[src/rtl/lgs_pkg.sv]
// Shared constants, types and rule functions for the life generation stencil.
`default_nettype none
package lgs_pkg;

  localparam int MAX_COLS   = 63;
  localparam int MAX_ROWS   = 1024;
  localparam int COL_W      = $clog2(MAX_COLS + 1);
  localparam int ROW_W      = $clog2(MAX_ROWS);
  localparam int ROWS_CFG_W = 11;
  localparam int COLS_CFG_W = 6;
  localparam int CFG_IDX_W  = 1;
  localparam int CFG_DATA_W = 11;
  localparam int LS_W       = 2;
  localparam int LS_DEPTH   = MAX_COLS;
  localparam int FIFO_DEPTH = 8;
  localparam int FIFO_PTR_W = $clog2(FIFO_DEPTH);
  localparam int FIFO_CNT_W = $clog2(FIFO_DEPTH + 1);
  localparam int FIFO_ROOM  = FIFO_DEPTH - 4;

  localparam logic [CFG_IDX_W-1:0]  REG_GRID_ROWS = CFG_IDX_W'(0);
  localparam logic [CFG_IDX_W-1:0]  REG_GRID_COLS = CFG_IDX_W'(1);
  localparam logic [ROWS_CFG_W-1:0] RESET_ROWS    = ROWS_CFG_W'(32);
  localparam logic [COLS_CFG_W-1:0] RESET_COLS    = COLS_CFG_W'(32);

  typedef logic [8:0] win_t;

  typedef enum logic {
    ST_RUN,
    ST_FLUSH
  } state_t;

  typedef struct packed {
    logic next_alive;
    logic frame_last;
  } result_t;

  typedef struct packed {
    logic             valid;
    logic             bit_in;
    logic             row_ge1;
    logic             row_ge2;
    logic [COL_W-1:0] col;
    logic             col_first;
    logic             col_last;
  } s1_t;

  typedef struct packed {
    logic valid;
    logic first;
    logic last;
  } fl_rd_t;

  function automatic win_t shift_in(input win_t w, input logic top, input logic mid,
                                    input logic bot);
    win_t n;
    n = (w >> 1) & 9'h0DB;
    n[2] = top;
    n[5] = mid;
    n[8] = bot;
    return n;
  endfunction

  function automatic logic life_rule(input win_t w);
    logic [3:0] cnt;
    cnt = '0;
    for (int k = 0; k < 9; k++) begin
      if (k != 4) cnt = cnt + 4'(w[k]);
    end
    if (w[4]) return (cnt == 4'd2) || (cnt == 4'd3);
    return cnt == 4'd3;
  endfunction

endpackage
`default_nettype wire

[src/rtl/lgs_if.sv]
// Channel interfaces: cell requests, result requests and register writes.
`default_nettype none
interface lgs_cell_if;
  logic valid;
  logic ready;
  logic cell_alive;
  modport source(output valid, output cell_alive, input ready);
  modport sink(input valid, input cell_alive, output ready);
endinterface

interface lgs_result_if;
  logic valid;
  logic ready;
  logic next_alive;
  logic frame_last;
  modport source(output valid, output next_alive, output frame_last, input ready);
  modport sink(input valid, input next_alive, input frame_last, output ready);
endinterface

interface lgs_cfg_if;
  import lgs_pkg::*;
  logic                  valid;
  logic                  ready;
  logic [CFG_IDX_W-1:0]  index;
  logic [CFG_DATA_W-1:0] data;
  modport source(output valid, output index, output data, input ready);
  modport sink(input valid, input index, input data, output ready);
endinterface
`default_nettype wire

[src/rtl/lgs_ram.sv]
// Generic single-write, single-read RAM with registered read data.
`default_nettype none
module lgs_ram #(
  parameter int WIDTH = 1,
  parameter int DEPTH = 2
) (
  input  logic                     clk,
  input  logic                     we,
  input  logic [$clog2(DEPTH)-1:0] waddr,
  input  logic [WIDTH-1:0]         wdata,
  input  logic                     re,
  input  logic [$clog2(DEPTH)-1:0] raddr,
  output logic [WIDTH-1:0]         rdata
);

  logic [WIDTH-1:0] mem [DEPTH];

  always_ff @(posedge clk) begin
    if (we) mem[waddr] <= wdata;
    if (re) rdata <= mem[raddr];
  end

endmodule
`default_nettype wire

[src/rtl/lgs_window.sv]
// Window datapath: line store update, rule evaluation, row tail and final row flush.
`default_nettype none
module lgs_window (
  input  logic                  clk,
  input  logic                  rst,
  input  lgs_pkg::s1_t          s1,
  input  lgs_pkg::fl_rd_t       fl,
  input  logic [lgs_pkg::LS_W-1:0] rd_data,
  output logic                  ls_we,
  output logic [lgs_pkg::COL_W-1:0] ls_waddr,
  output logic [lgs_pkg::LS_W-1:0]  ls_wdata,
  output logic                  push,
  output lgs_pkg::result_t      push_data
);
  import lgs_pkg::*;

  win_t    window;
  win_t    fwin;
  logic    tail_valid;
  result_t tail;
  win_t    win_next;
  win_t    fwin_next;
  logic    top_b;
  logic    mid_b;
  logic    tail_set;
  result_t tail_next;

  always_comb begin
    top_b     = s1.row_ge2 & rd_data[0];
    mid_b     = s1.row_ge1 & rd_data[1];
    win_next  = shift_in(s1.col_first ? '0 : window, top_b, mid_b, s1.bit_in);
    fwin_next = shift_in(fl.first ? '0 : fwin, rd_data[0], rd_data[1], 1'b0);

    ls_we    = s1.valid;
    ls_waddr = s1.col;
    ls_wdata = {s1.bit_in, mid_b};

    push      = 1'b0;
    push_data = '0;
    priority if (tail_valid) begin
      push      = 1'b1;
      push_data = tail;
    end else if (s1.valid && s1.row_ge1 && !s1.col_first) begin
      push                 = 1'b1;
      push_data.next_alive = life_rule(win_next);
    end else if (fl.valid && !fl.first) begin
      push                 = 1'b1;
      push_data.next_alive = life_rule(fwin_next);
    end

    tail_set  = 1'b0;
    tail_next = '0;
    priority if (s1.valid && s1.row_ge1 && s1.col_last) begin
      tail_set             = 1'b1;
      tail_next.next_alive = life_rule(shift_in(win_next, 1'b0, 1'b0, 1'b0));
    end else if (fl.valid && fl.last) begin
      tail_set             = 1'b1;
      tail_next.next_alive = life_rule(shift_in(fwin_next, 1'b0, 1'b0, 1'b0));
      tail_next.frame_last = 1'b1;
    end
  end

  always_ff @(posedge clk) begin
    if (rst) begin
      tail_valid <= 1'b0;
      window     <= '0;
    end else begin
      tail_valid <= tail_set;
      if (s1.valid) window <= win_next;
    end
    tail <= tail_next;
    if (fl.valid) fwin <= fwin_next;
  end

endmodule
`default_nettype wire

[src/rtl/lgs_out_fifo.sv]
// Result queue between the window datapath and the result channel.
`default_nettype none
module lgs_out_fifo (
  input  logic             clk,
  input  logic             rst,
  input  logic             push,
  input  lgs_pkg::result_t push_data,
  output logic             room,
  lgs_result_if.source     results
);
  import lgs_pkg::*;

  result_t                mem [FIFO_DEPTH];
  logic [FIFO_PTR_W-1:0]  wr_ptr;
  logic [FIFO_PTR_W-1:0]  rd_ptr;
  logic [FIFO_CNT_W-1:0]  count;
  logic                   pop;

  assign pop                = results.valid && results.ready;
  assign results.valid      = count != '0;
  assign results.next_alive = mem[rd_ptr].next_alive;
  assign results.frame_last = mem[rd_ptr].frame_last;
  assign room               = count <= FIFO_CNT_W'(FIFO_ROOM);

  always_ff @(posedge clk) begin
    if (rst) begin
      wr_ptr <= '0;
      rd_ptr <= '0;
      count  <= '0;
    end else begin
      if (push) wr_ptr <= wr_ptr + FIFO_PTR_W'(1);
      if (pop) rd_ptr <= rd_ptr + FIFO_PTR_W'(1);
      count <= count + FIFO_CNT_W'(push) - FIFO_CNT_W'(pop);
    end
    if (push) mem[wr_ptr] <= push_data;
  end

endmodule
`default_nettype wire

[src/rtl/life_generation_stencil_core.sv]
// Top level: B3/S23 next-generation stencil over a row-major cell stream.
// Throughput: one cell per cycle while the result queue has room; after the last
//   cell of a frame the final row is read back from the line store column by column,
//   and no cell is taken meanwhile.
// Results: the result for cell (r,c) is queued, then offered, once cell (r+1,c+1) is taken.
// Reset: synchronous; clears counters, queue and sequencer, sets a 32 x 32 grid.
`default_nettype none
module life_generation_stencil_core (
  input  logic         clk,
  input  logic         rst,
  lgs_cell_if.sink     cells,
  lgs_result_if.source results,
  lgs_cfg_if.sink      cfg
);
  import lgs_pkg::*;

  logic [ROWS_CFG_W-1:0] grid_rows;
  logic [COLS_CFG_W-1:0] grid_cols;
  logic [ROW_W-1:0]      last_row;
  logic [COL_W-1:0]      last_col;
  logic [ROW_W-1:0]      row_count;
  logic [COL_W-1:0]      col_count;
  logic [COL_W-1:0]      fl_col;
  logic [COL_W-1:0]      fl_col_next;
  state_t                state;
  state_t                state_next;
  s1_t                   s1;
  fl_rd_t                fl_rd;
  logic                  room;
  logic                  cell_acc;
  logic                  cfg_acc;
  logic                  frame_end;
  logic                  fl_issue;
  logic                  rd_en;
  logic [COL_W-1:0]      rd_addr;
  logic [LS_W-1:0]       rd_data;
  logic                  ls_we;
  logic [COL_W-1:0]      ls_waddr;
  logic [LS_W-1:0]       ls_wdata;
  logic                  push;
  result_t               push_data;

  assign cfg.ready   = 1'b1;
  assign cfg_acc     = cfg.valid && cfg.ready;
  assign cells.ready = (state == ST_RUN) && room;
  assign cell_acc    = cells.valid && cells.ready;
  assign frame_end   = (row_count == last_row) && (col_count == last_col);
  assign rd_en       = cell_acc || fl_issue;
  assign rd_addr     = (state == ST_FLUSH) ? fl_col : col_count;

  always_comb begin
    if (grid_rows < ROWS_CFG_W'(2)) last_row = ROW_W'(1);
    else if (grid_rows > ROWS_CFG_W'(MAX_ROWS)) last_row = ROW_W'(MAX_ROWS - 1);
    else last_row = ROW_W'(grid_rows - ROWS_CFG_W'(1));
    if (grid_cols < COLS_CFG_W'(2)) last_col = COL_W'(1);
    else if ({1'b0, grid_cols} > (COLS_CFG_W + 1)'(MAX_COLS)) last_col = COL_W'(MAX_COLS - 1);
    else last_col = COL_W'(grid_cols - COLS_CFG_W'(1));
  end

  always_comb begin
    state_next  = state;
    fl_col_next = fl_col;
    fl_issue    = 1'b0;
    unique case (state)
      ST_RUN: begin
        if (cell_acc && frame_end) begin
          state_next  = ST_FLUSH;
          fl_col_next = '0;
        end
      end
      ST_FLUSH: begin
        if (room) begin
          fl_issue = 1'b1;
          if (fl_col == last_col) state_next = ST_RUN;
          else fl_col_next = fl_col + COL_W'(1);
        end
      end
      default: state_next = ST_RUN;
    endcase
  end

  always_ff @(posedge clk) begin
    if (rst) begin
      state <= ST_RUN;
      fl_col <= '0;
    end else if (cfg_acc) begin
      state <= ST_RUN;
      fl_col <= '0;
    end else begin
      state <= state_next;
      fl_col <= fl_col_next;
    end
  end

  always_ff @(posedge clk) begin
    if (rst) begin
      grid_rows <= RESET_ROWS;
      grid_cols <= RESET_COLS;
      row_count <= '0;
      col_count <= '0;
    end else if (cfg_acc) begin
      unique case (cfg.index)
        REG_GRID_ROWS: grid_rows <= cfg.data[ROWS_CFG_W-1:0];
        REG_GRID_COLS: grid_cols <= cfg.data[COLS_CFG_W-1:0];
        default: ;
      endcase
      row_count <= '0;
      col_count <= '0;
    end else if (cell_acc) begin
      if (col_count == last_col) begin
        col_count <= '0;
        row_count <= (row_count == last_row) ? '0 : row_count + ROW_W'(1);
      end else begin
        col_count <= col_count + COL_W'(1);
      end
    end
  end

  always_ff @(posedge clk) begin
    if (rst) begin
      s1.valid    <= 1'b0;
      fl_rd.valid <= 1'b0;
    end else begin
      s1.valid    <= cell_acc;
      fl_rd.valid <= fl_issue;
    end
    s1.bit_in    <= cells.cell_alive;
    s1.row_ge1   <= row_count >= ROW_W'(1);
    s1.row_ge2   <= row_count >= ROW_W'(2);
    s1.col       <= col_count;
    s1.col_first <= col_count == '0;
    s1.col_last  <= col_count == last_col;
    fl_rd.first  <= fl_col == '0;
    fl_rd.last   <= fl_col == last_col;
  end

  lgs_ram #(
    .WIDTH(LS_W),
    .DEPTH(LS_DEPTH)
  ) u_line_store (
    .clk  (clk),
    .we   (ls_we),
    .waddr(ls_waddr),
    .wdata(ls_wdata),
    .re   (rd_en),
    .raddr(rd_addr),
    .rdata(rd_data)
  );

  lgs_window u_window (
    .clk      (clk),
    .rst      (rst),
    .s1       (s1),
    .fl       (fl_rd),
    .rd_data  (rd_data),
    .ls_we    (ls_we),
    .ls_waddr (ls_waddr),
    .ls_wdata (ls_wdata),
    .push     (push),
    .push_data(push_data)
  );

  lgs_out_fifo u_out_fifo (
    .clk      (clk),
    .rst      (rst),
    .push     (push),
    .push_data(push_data),
    .room     (room),
    .results  (results)
  );

endmodule
`default_nettype wire

[src/flat_wrapper.sv]
// flat-port wrapper written by rule: the top's interface ports become plain ports
module life_generation_stencil_core_flat import lgs_pkg::*;
  (clk, rst, cells_valid, cells_cell_alive, cells_ready, results_valid, results_next_alive, results_frame_last, results_ready, cfg_valid, cfg_index, cfg_data, cfg_ready);
  lgs_cell_if cells_i ();
  lgs_result_if results_i ();
  lgs_cfg_if cfg_i ();
  input  logic clk;
  input  logic rst;
  input wire logic [$bits(cells_i.valid)-1:0] cells_valid;
  input wire logic [$bits(cells_i.cell_alive)-1:0] cells_cell_alive;
  output wire logic [$bits(cells_i.ready)-1:0] cells_ready;
  output wire logic [$bits(results_i.valid)-1:0] results_valid;
  output wire logic [$bits(results_i.next_alive)-1:0] results_next_alive;
  output wire logic [$bits(results_i.frame_last)-1:0] results_frame_last;
  input wire logic [$bits(results_i.ready)-1:0] results_ready;
  input wire logic [$bits(cfg_i.valid)-1:0] cfg_valid;
  input wire logic [$bits(cfg_i.index)-1:0] cfg_index;
  input wire logic [$bits(cfg_i.data)-1:0] cfg_data;
  output wire logic [$bits(cfg_i.ready)-1:0] cfg_ready;
  assign cells_i.valid = cells_valid;
  assign cells_i.cell_alive = cells_cell_alive;
  assign cells_ready = cells_i.ready;
  assign results_valid = results_i.valid;
  assign results_next_alive = results_i.next_alive;
  assign results_frame_last = results_i.frame_last;
  assign results_i.ready = results_ready;
  assign cfg_i.valid = cfg_valid;
  assign cfg_i.index = cfg_index;
  assign cfg_i.data = cfg_data;
  assign cfg_ready = cfg_i.ready;
  life_generation_stencil_core u_core (.clk(clk), .rst(rst), .cells(cells_i), .results(results_i), .cfg(cfg_i));
endmodule
[config.mk]
export PLATFORM = sky130hd
export DESIGN_NAME = life_generation_stencil_core_flat
export DESIGN_NICKNAME = d
export VERILOG_FILES = /design/src/rtl/lgs_pkg.sv /design/src/rtl/lgs_if.sv /design/src/rtl/lgs_ram.sv /design/src/rtl/lgs_window.sv /design/src/rtl/lgs_out_fifo.sv /design/src/rtl/life_generation_stencil_core.sv /design/src/flat_wrapper.sv
export SDC_FILE = /design/constraint.sdc
export NUM_CORES = 1
export LEC_CHECK = 0
export BUFFER_PORTS_ARGS = -buffer_cell sky130_fd_sc_hd__buf_2
export CAP_MARGIN = 5
export CORE_ASPECT_RATIO = 1.5
export CORE_MARGIN = 2
export CORE_UTILIZATION = 50
export CTS_CLUSTER_DIAMETER = 120
export DETAILED_ROUTE_END_ITERATION = 8
export GPL_ROUTABILITY_DRIVEN = 0
export PLACE_DENSITY = 0.62
export SKIP_CTS_REPAIR_TIMING = 1
export SLEW_MARGIN = 25
export SYNTH_ARGS = -nofsm -noshare
export SYNTH_HDL_FRONTEND = slang
export SYNTH_HIERARCHICAL = 1
export SYNTH_SLANG_ARGS = --single-unit
[constraint.sdc]
create_clock -name clk -period 4 [get_ports clk]
set_clock_uncertainty 0.05 [all_clocks]
set_input_delay 0.6 -clock clk [delete_from_list [all_inputs] [get_ports clk]]
set_output_delay 0.6 -clock clk [all_outputs]
set_load 0.01 [all_outputs]
==> results of run 1 <==
==> power by group through the flow <==
stage	logic, W	clock network (W)	registers (W)
after global routing	0.000697	0.00249	0.00259
after detailed placement	0.000633	0	0.00263
final	0.000626	0.00235	0.00258
after CTS	0.000635	0.00241	0.00258
after global placement	0.000624	0	0.00263
after floorplan	0.000496	0	0.00261
==> worst min-delay path by stage <==
stage | cells after the start | end | slack [ps] | from
floorplan | 0 | u_core/s1[5] | 280 | u_core/col_count[3]
global placement | 0 | u_core/s1[7] | 370 | u_core/col_count[5]
detailed placement | 0 | u_core/s1[4] | 370 | u_core/col_count[2]
CTS | 1 | u_core/s1[10] | 100 | cells_cell_alive
global route | 1 | u_core/s1[10] | 110 | cells_cell_alive
finish | 1 | u_core/s1[10] | 130 | cells_cell_alive
==> final cells by class <==
cell class | instances | area (um^2)
clock buffers | 25 | 604.3
clock inverters | 18 | 239.0
fillers | 1932 | 9920
inverters | 44 | 165.2
multi-input cells | 643 | 4918
flip-flops and latches | 225 | 5988
well taps | 276 | 345.3
repair buffers | 34 | 202.7
==> cells in the mapped netlist (5+ instances only) <==
master and instances:
ha_1 43, xor2_1 12, nand2b_1 20, a21oi_1 34, o21ai_0 15, nor4_1 9
or3_1 9, nor2b_1 22, edfxtp_1 148, buf_4 11, mux2i_1 14, a221oi_1 5
o211ai_1 5, dfxtp_1 77, a22oi_1 8, nor3_2 9, nor2_1 109, clkbuf_1 35
and2_1 12, nand3b_1 8, xnor2_1 30, nand3_1 31, a211oi_1 8, or4_1 5
nand2_1 76, mux2_2 8, inv_1 44, mux4_2 29, nor3_1 23, fa_1 8
o22ai_1 6, buf_6 5, buf_2 6, nand4_1 6
==> per-layer routing <==
layer	part of all wire	global-route usage	vias to the layer above	wire length, um
li1	-	-	3533	-
met1	0.39	0.2349	3613	9371
met2	0.54	0.3867	122	12910
met3	0.035	0.02487	41	841
met4	0.026	0.06467	0	622
met5	0	0	-	0
==> worst max-delay path, delay by kind of cell, from the launching register on <==
kind,cells,cell delay [ps]
fa+ha+maj,7,2100
compound gates,2,430
flops,1,380
xor+xnor,2,290
simple gates,1,220
==> through the flow <==
stage          worst slack, ps  instances  instance area [um^2]
4_1_cts                  25.38       1265                 12440
3_5_place_dp             67.26       1222                 11600
6_report                 305.1       1265                 12460
2_1_floorplan            328.7        975                 11390
3_3_place_gp             223.7       1222                 11600
5_1_grt                  50.62       1265                 12460
==> state kept, by name (all words and copies together), names as in the netlist, 3 cells and up, named ones only <==
signal                    flops
u_core/u_out_fifo/count       4
u_core/u_out_fifo/wr_ptr      3
u_core/col_count              6
u_core/grid_cols              6
u_core/u_out_fifo/rd_ptr      3
u_core/grid_rows             11
u_core/s1                    12
u_core/u_window/window        6
u_core/u_out_fifo/mem        16
u_core/fl_rd                  3
u_core/row_count             10
u_core/u_window/fwin          4
u_core/u_line_store/mem     126
u_core/fl_col                 6
==> cells by family (layout without fill, tap and decap cells) <==
family                     after synthesis  in the layout  share of synthesized area
other                                    1              1                  0.0003292
DFF                                    225            225                     0.5255
xor gates and xnor gates                44             44                    0.03592
AOI/OAI and AO/OA                      131            131                    0.08282
muxes                                   57             57                    0.08941
buffers and inverters                  107            121                    0.04569
and+or+nand+nor                        359            359                     0.1591
adders and majority gates               51             51                    0.06129
==> summary.md, run 1 <==
| Metric | Value |
|---|---|
| Crit Path Category | `flip-flop to flip-flop` |
| Post-layout min period | `3695 ps` |
| Layout Nets | `between 1,000 and 1,500` |
| Core area | `22,380 um^2` |
| WP data required | `4270 ps` |
| Die W | `127.2 um` |
| FF-to-FF setup slack | `slightly above 300 ps` |
| Worst path slowest cell | `fa_1` |
| Cell area after synthesis | `between 10,000 and 15,000 um^2` |
| Detail Route Antenna Nets | `0` |
| FMAX | `270.6 MHz` |
| Final total power | `0.005554 W` |
| Worst Hold Slack | `about 130 ps` |
| Number of synthesized flops with an enable pin | `148` |
| PwrDens | `445.7 nW/um^2` |
| FF-to-FF End | `u_core/u_out_fifo/mem[3][1]` |
| Slew Viols, Final | `0` |
| Fin. Hold Viols | `0` |
| Synth cell types | `84` |
| Commonest non-fill, non-tap cells in the layout | `148 x edfxtp_1, 109 x nor2_1, 76 x nand2_1, 75 x dfxtp_1, 44 x inv_1` |
| Hpwl dp | `16,580 um` |
| Area contributors post-synth | `edfxtp_1 39%, dfxtp_1 14%, mux4_2 5.7%, ha_1 4.7%, nor2_1 3.6%` |
| Gate power share | `0.113` |
| Worst skew pair latency | `530 ps` |
| Int Pwr | `0.004223 W` |
| Die area | `roughly 24,000 um^2` |
| TritonCTS clock tree | `yes` |
| Grt ovf | `0` |
| Crit. End Element | `flip-flop` |
| NetSw | `roughly 0.0013 W` |
| Syn nets | `1,044` |
| Area share of the largest cell type after synthesis | `0.3902` |
| # setup viols final | `0` |
| Async SR Flop Fraction | `0` |
| DR pass1 iterations | `4` |
| IO Count | `23` |
| Critical path's most frequent cell | `ha_1` |
| Fin crit share | `0.9237` |
| Post-synthesis register bit count | `225` |
| Status | `finished, final reports clean` |
| Routed wire length | `23,750 um` |
| WL per Instance | `18.77 um` |
| Final core area utilization | `0.5568` |
| Reg-to-Reg Start | `u_core/u_line_store/rdata[0]` |
| Top_reg_cell synth | `edfxtp_1` |
| Antenna violations before repair | `0` |
| Hold Path Class | `primary input to flip-flop` |
| Gr usage total | `0.2032` |
| Clock slew at reported path FFs | `around 60 ps` |
| DIE HEIGHT | `188.9 um` |
| N_diodes | `0` |
| Largest net degree at the start of global routing | `66` |
| DRC Markers | `0` |
| Num CTS Buffers | `24` |
| Syn Inst Count | `slightly below 1,000` |
| Layout cells sized above 1 | `0.1486` |
| CTS max path bufs | `3` |
| Most common cell after layout, fill and taps aside | `edfxtp_1` |
| Reg2Reg Depth | `12` |
| Max-cap viol count | `0` |
| Vias in the first global route | `around 7,500` |
| RSZ-0062 raised after global routing | `false` |
| Vias | `~7,300` |
| DR iter-0 viols | `378` |
| Slew of the pin with the lowest slew margin | `between 1000 and 1500 ps` |
| Slew headroom | `0.3266` |
| # clock sinks | `225` |
| Switching Fraction | `0.2396` |
| IO buf count | `21` |
| DR vias/cell | `5.778` |
| CP Data Arrival Time | `between 3000 and 4000 ps` |
| Root buffer cell | `clkbuf_16` |
| Sequential Power Share | `0.464` |
| Critical path endpoint | `u_core/u_out_fifo/mem[3][1]` |
| Setup TNS | `0 ps` |
| Leakage power | `4.356 nW` |
| Maximum VDD drop | `0.4141 mV` |
| Layout Area Growth over Synthesis | `9.413%` |
| Worst-path fanout max | `8` |
| Max incr delay on CP | `470 ps` |
| Htree depth | `1` |
| Initial Utilization | `0.5089` |
| First-pass GRT wire length | `38,760 um` |
| Largest area contributor in the synthesized netlist | `edfxtp_1` |
| CP startpoint | `u_core/u_line_store/rdata[0]` |
| Startpoint Class | `flip-flop` |
| Post-synthesis sequential area ratio | `0.5255` |
| Critical Path, Cell by Cell | `and2_2 > ha_1 > ha_1 > fa_1 > ha_1 > ha_4 > ha_1 > ha_1 > xor2_1 > xnor2_1 > o2111ai_1 > o21ai_2` |
| Synth warn | `6` |
| Row count | `67` |
| Syn_area_per_cell | `about 12 um^2` |
| Clock network power share | `0.423` |
Power figures use the tool's default switching activity.
==> inputs of run 2 (changes only) <==
- CELL_PAD_IN_SITES_DETAIL_PLACEMENT: not set -> 1
- CELL_PAD_IN_SITES_GLOBAL_PLACEMENT: not set -> 2
- CORE_UTILIZATION: 50 -> 44
- PLACE_DENSITY: 0.62 -> 0.76
==> summary.md, run 2 (synthesized netlist as in run 1, its figures left out) <==
| Metric | Value |
|---|---|
| Layout Nets | `1,038 (was 1,041)` |
| Gr usage total | `0.2030 (was 0.2032)` |
| DIE HEIGHT | `201.1 um (was 188.9 um)` |
| Leakage power | `4.312 nW (was 4.356 nW)` |
| Sink of the worst hold path | `u_core/s1[10] (unchanged)` |
| Max-cap viol count | `0 (unchanged)` |
| FMAX | `266.1 MHz (was 270.6 MHz)` |
| PwrDens | `433.4 nW/um^2 (was 445.7 nW/um^2)` |
| Startpoint Class | `flip-flop (unchanged)` |
| IO buf count | `21 (unchanged)` |
| Hpwl dp | `18,780 um (was 16,580 um)` |
| # clock sinks | `225 (unchanged)` |
| Final total power | `0.005388 W (was 0.005554 W)` |
| Vias | `7,330 (was 7,309)` |
| Slew of the pin with the lowest slew margin | `890.1 ps (was 1010 ps)` |
| Most common cell after layout, fill and taps aside | `edfxtp_1 (unchanged)` |
| Met2 WL | `14,750 um (was 12,910 um)` |
| Antenna violations before repair | `1 (was 0)` |
| Non-Filler Instances | `1,318 (was 1,265)` |
| Crit. End Element | `flip-flop (unchanged)` |
| Placed cell areas | `11,670 um^2 (was 11,600 um^2)` |
| Critical path's most frequent cell | `ha_1 (unchanged)` |
| N_diodes | `0 (unchanged)` |
| WL per Instance | `20.07 um (was 18.77 um)` |
| Slew headroom | `0.4066 (was 0.3266)` |
| First-pass GRT wire length | `43,050 um (was 38,760 um)` |
| Layout cells sized above 1 | `0.1421 (was 0.1486)` |
| Die area | `27,220 um^2 (was 24,030 um^2)` |
| Largest reg by FF count | `u_core/u_line_store/mem (unchanged)` |
| Core area | `25,580 um^2 (was 22,380 um^2)` |
| TritonCTS clock tree | `yes (unchanged)` |
| Placed cell count | `1,277 (was 1,222)` |
| Htree depth | `1 (unchanged)` |
| Fin. Hold Viols | `0 (unchanged)` |
| Status | `finished, final reports clean (unchanged)` |
| RSZ-0062 raised after global routing | `false (unchanged)` |
| Root buffer cell | `clkbuf_16 (unchanged)` |
| Clock slew at reported path FFs | `60 ps (about the same)` |
| Crit Path Category | `flip-flop to flip-flop (unchanged)` |
| DRC Markers | `0 (unchanged)` |
| # setup viols final | `0 (unchanged)` |
| Post-layout min period | `3758 ps (was 3695 ps)` |
| Grt ovf | `0 (unchanged)` |
| Vias in the first global route | `8,023 (was 7,510)` |
| Fin crit share | `0.9394 (was 0.9237)` |
| Maximum VDD drop | `0.3637 mV (was 0.4141 mV)` |
| Largest net degree at the start of global routing | `66 (unchanged)` |
| Critical Path, Cell by Cell | `and2_1 > ha_1 > ha_1 > fa_1 > ha_1 > ha_1 > ha_1 > ha_1 > xor2_1 > xnor2_1 > o2111ai_1 > o21ai_2 (was and2_2 > ha_1 > ha_1 > fa_1 > ha_1 > ha_4 > ha_1 > ha_1 > xor2_1 > xnor2_1 > o2111ai_1 > o21ai_2)` |
| Top Registers | `u_core/u_line_store/mem x126, u_core/u_out_fifo/mem x16, u_core/s1 x12 (unchanged)` |
| Hold Path Depth | `1 (unchanged)` |
| Worst path slowest cell | `fa_1 (unchanged)` |
| Hold Path Class | `primary input to flip-flop (unchanged)` |
| Commonest non-fill, non-tap cells in the layout | `148 x edfxtp_1, 109 x nor2_1, 76 x nand2_1, 76 x dfxtp_1, 44 x inv_1 (was 148 x edfxtp_1, 109 x nor2_1, 76 x nand2_1, 75 x dfxtp_1, 44 x inv_1)` |
| Die W | `135.4 um (was 127.2 um)` |
| Hold Startpoint | `cells_cell_alive (unchanged)` |
| Num CTS Buffers | `23 (was 24)` |
| Detail Route Antenna Nets | `0 (unchanged)` |
| Setup TNS | `0 ps (unchanged)` |
| IO Count | `23 (unchanged)` |
| DR iter-0 viols | `269 (was 378)` |
| DR vias/cell | `5.561 (was 5.778)` |
| DR pass1 iterations | `4 (unchanged)` |
| Max incr delay on CP | `460 ps (was 470 ps)` |
| Final Cell Area | `12,430 um^2 (was 12,460 um^2)` |
| CP startpoint | `u_core/u_line_store/rdata[0] (unchanged)` |
| Row count | `72 (was 67)` |
| WP data required | `4260 ps (was 4270 ps)` |
| Worst-path fanout max | `8 (unchanged)` |
| Reg2Reg Depth | `12 (unchanged)` |
| CTS max path bufs | `3 (unchanged)` |
| FF-to-FF setup slack | `240 ps (was 310 ps)` |
| Layout Area Growth over Synthesis | `9.128% (was 9.413%)` |
| Routed wire length | `26,460 um (was 23,750 um)` |
| Reg-to-Reg Start | `u_core/u_line_store/rdata[0] (unchanged)` |
| Worst skew pair latency | `520 ps (was 530 ps)` |
| Max reg flops | `126 (unchanged)` |
| CP Data Arrival Time | `4020 ps (was 3960 ps)` |
| DR top layer | `met5 (was met4)` |
| FF-to-FF End | `u_core/u_out_fifo/mem[1][1] (was u_core/u_out_fifo/mem[3][1])` |
| Slew Viols, Final | `0 (unchanged)` |
| Met3 WL post-DR | `700 um (was 841 um)` |
| WL met1 | `10,220 um (was 9371 um)` |
| Initial Utilization | `0.4452 (was 0.5089)` |
-- run 2: final cells by class --
| cell class | count | area [um^2] |
|---|---|---|
| timing repair buffer | 32 | 200.2 |
| tap | 333 | 416.7 |
| clock buffer | 29 | 608.1 |
| inverter | 44 | 165.2 |
| fill | 2733 | 13150 |
| multi-input combinational | 643 | 4905 |
| sequential | 225 | 5987 |
| clock inverter | 12 | 148.9 |
-- run 2: through the flow --
stage	setup slack (ps)	utilization	hold WS, ps
2_1_floorplan	328.7	-	279.0
6_report	242.2	0.4859	135.6
5_1_grt	0.7541	0.4859	117.1
4_1_cts	79.31	0.4857	109.8
3_3_place_gp	192.3	0.4561	374.0
3_5_place_dp	82.63	0.4561	372.7
-- run 2: metal layers --
metal  GRT usage  vias to the layer above
li1            -                     3528
met1      0.2237                     3680
met2      0.3918                       77
met3     0.02652                       43
met4     0.06994                        2
met5           0                        -
-- run 2: how the worst max path moves through the flow --
stage / to / slack (ps) / cells past startpoint
floorplan: u_core/u_out_fifo/mem[0][1] / 330 / 12
global placement: u_core/u_out_fifo/mem[0][1] / 190 / 12
detailed placement: u_core/u_out_fifo/mem[2][1] / 80 / 12
CTS: u_core/u_out_fifo/mem[0][1] / 80 / 12
global route: u_core/u_out_fifo/mem[1][1] / 0.8 / 12
finish: u_core/u_out_fifo/mem[1][1] / 240 / 12
-- run 2: where the power goes --
part           switching, W  leakage [nW]  internal [W]  total, W
Sequential        0.0000626          2.10       0.00252   0.00258
Combinational      0.000358          1.85      0.000278  0.000636
Clock              0.000896         0.359       0.00127   0.00217
-- run 2: worst max-delay path, delay by kind of cell, from the launching register on --
kind / cells / cell delay, ps
AOI/OAI and AO/OA: 2 / 440
DFF: 1 / 370
and+or+nand+nor: 1 / 210
xor gates and xnor gates: 2 / 310
adders and majority gates: 7 / 2170
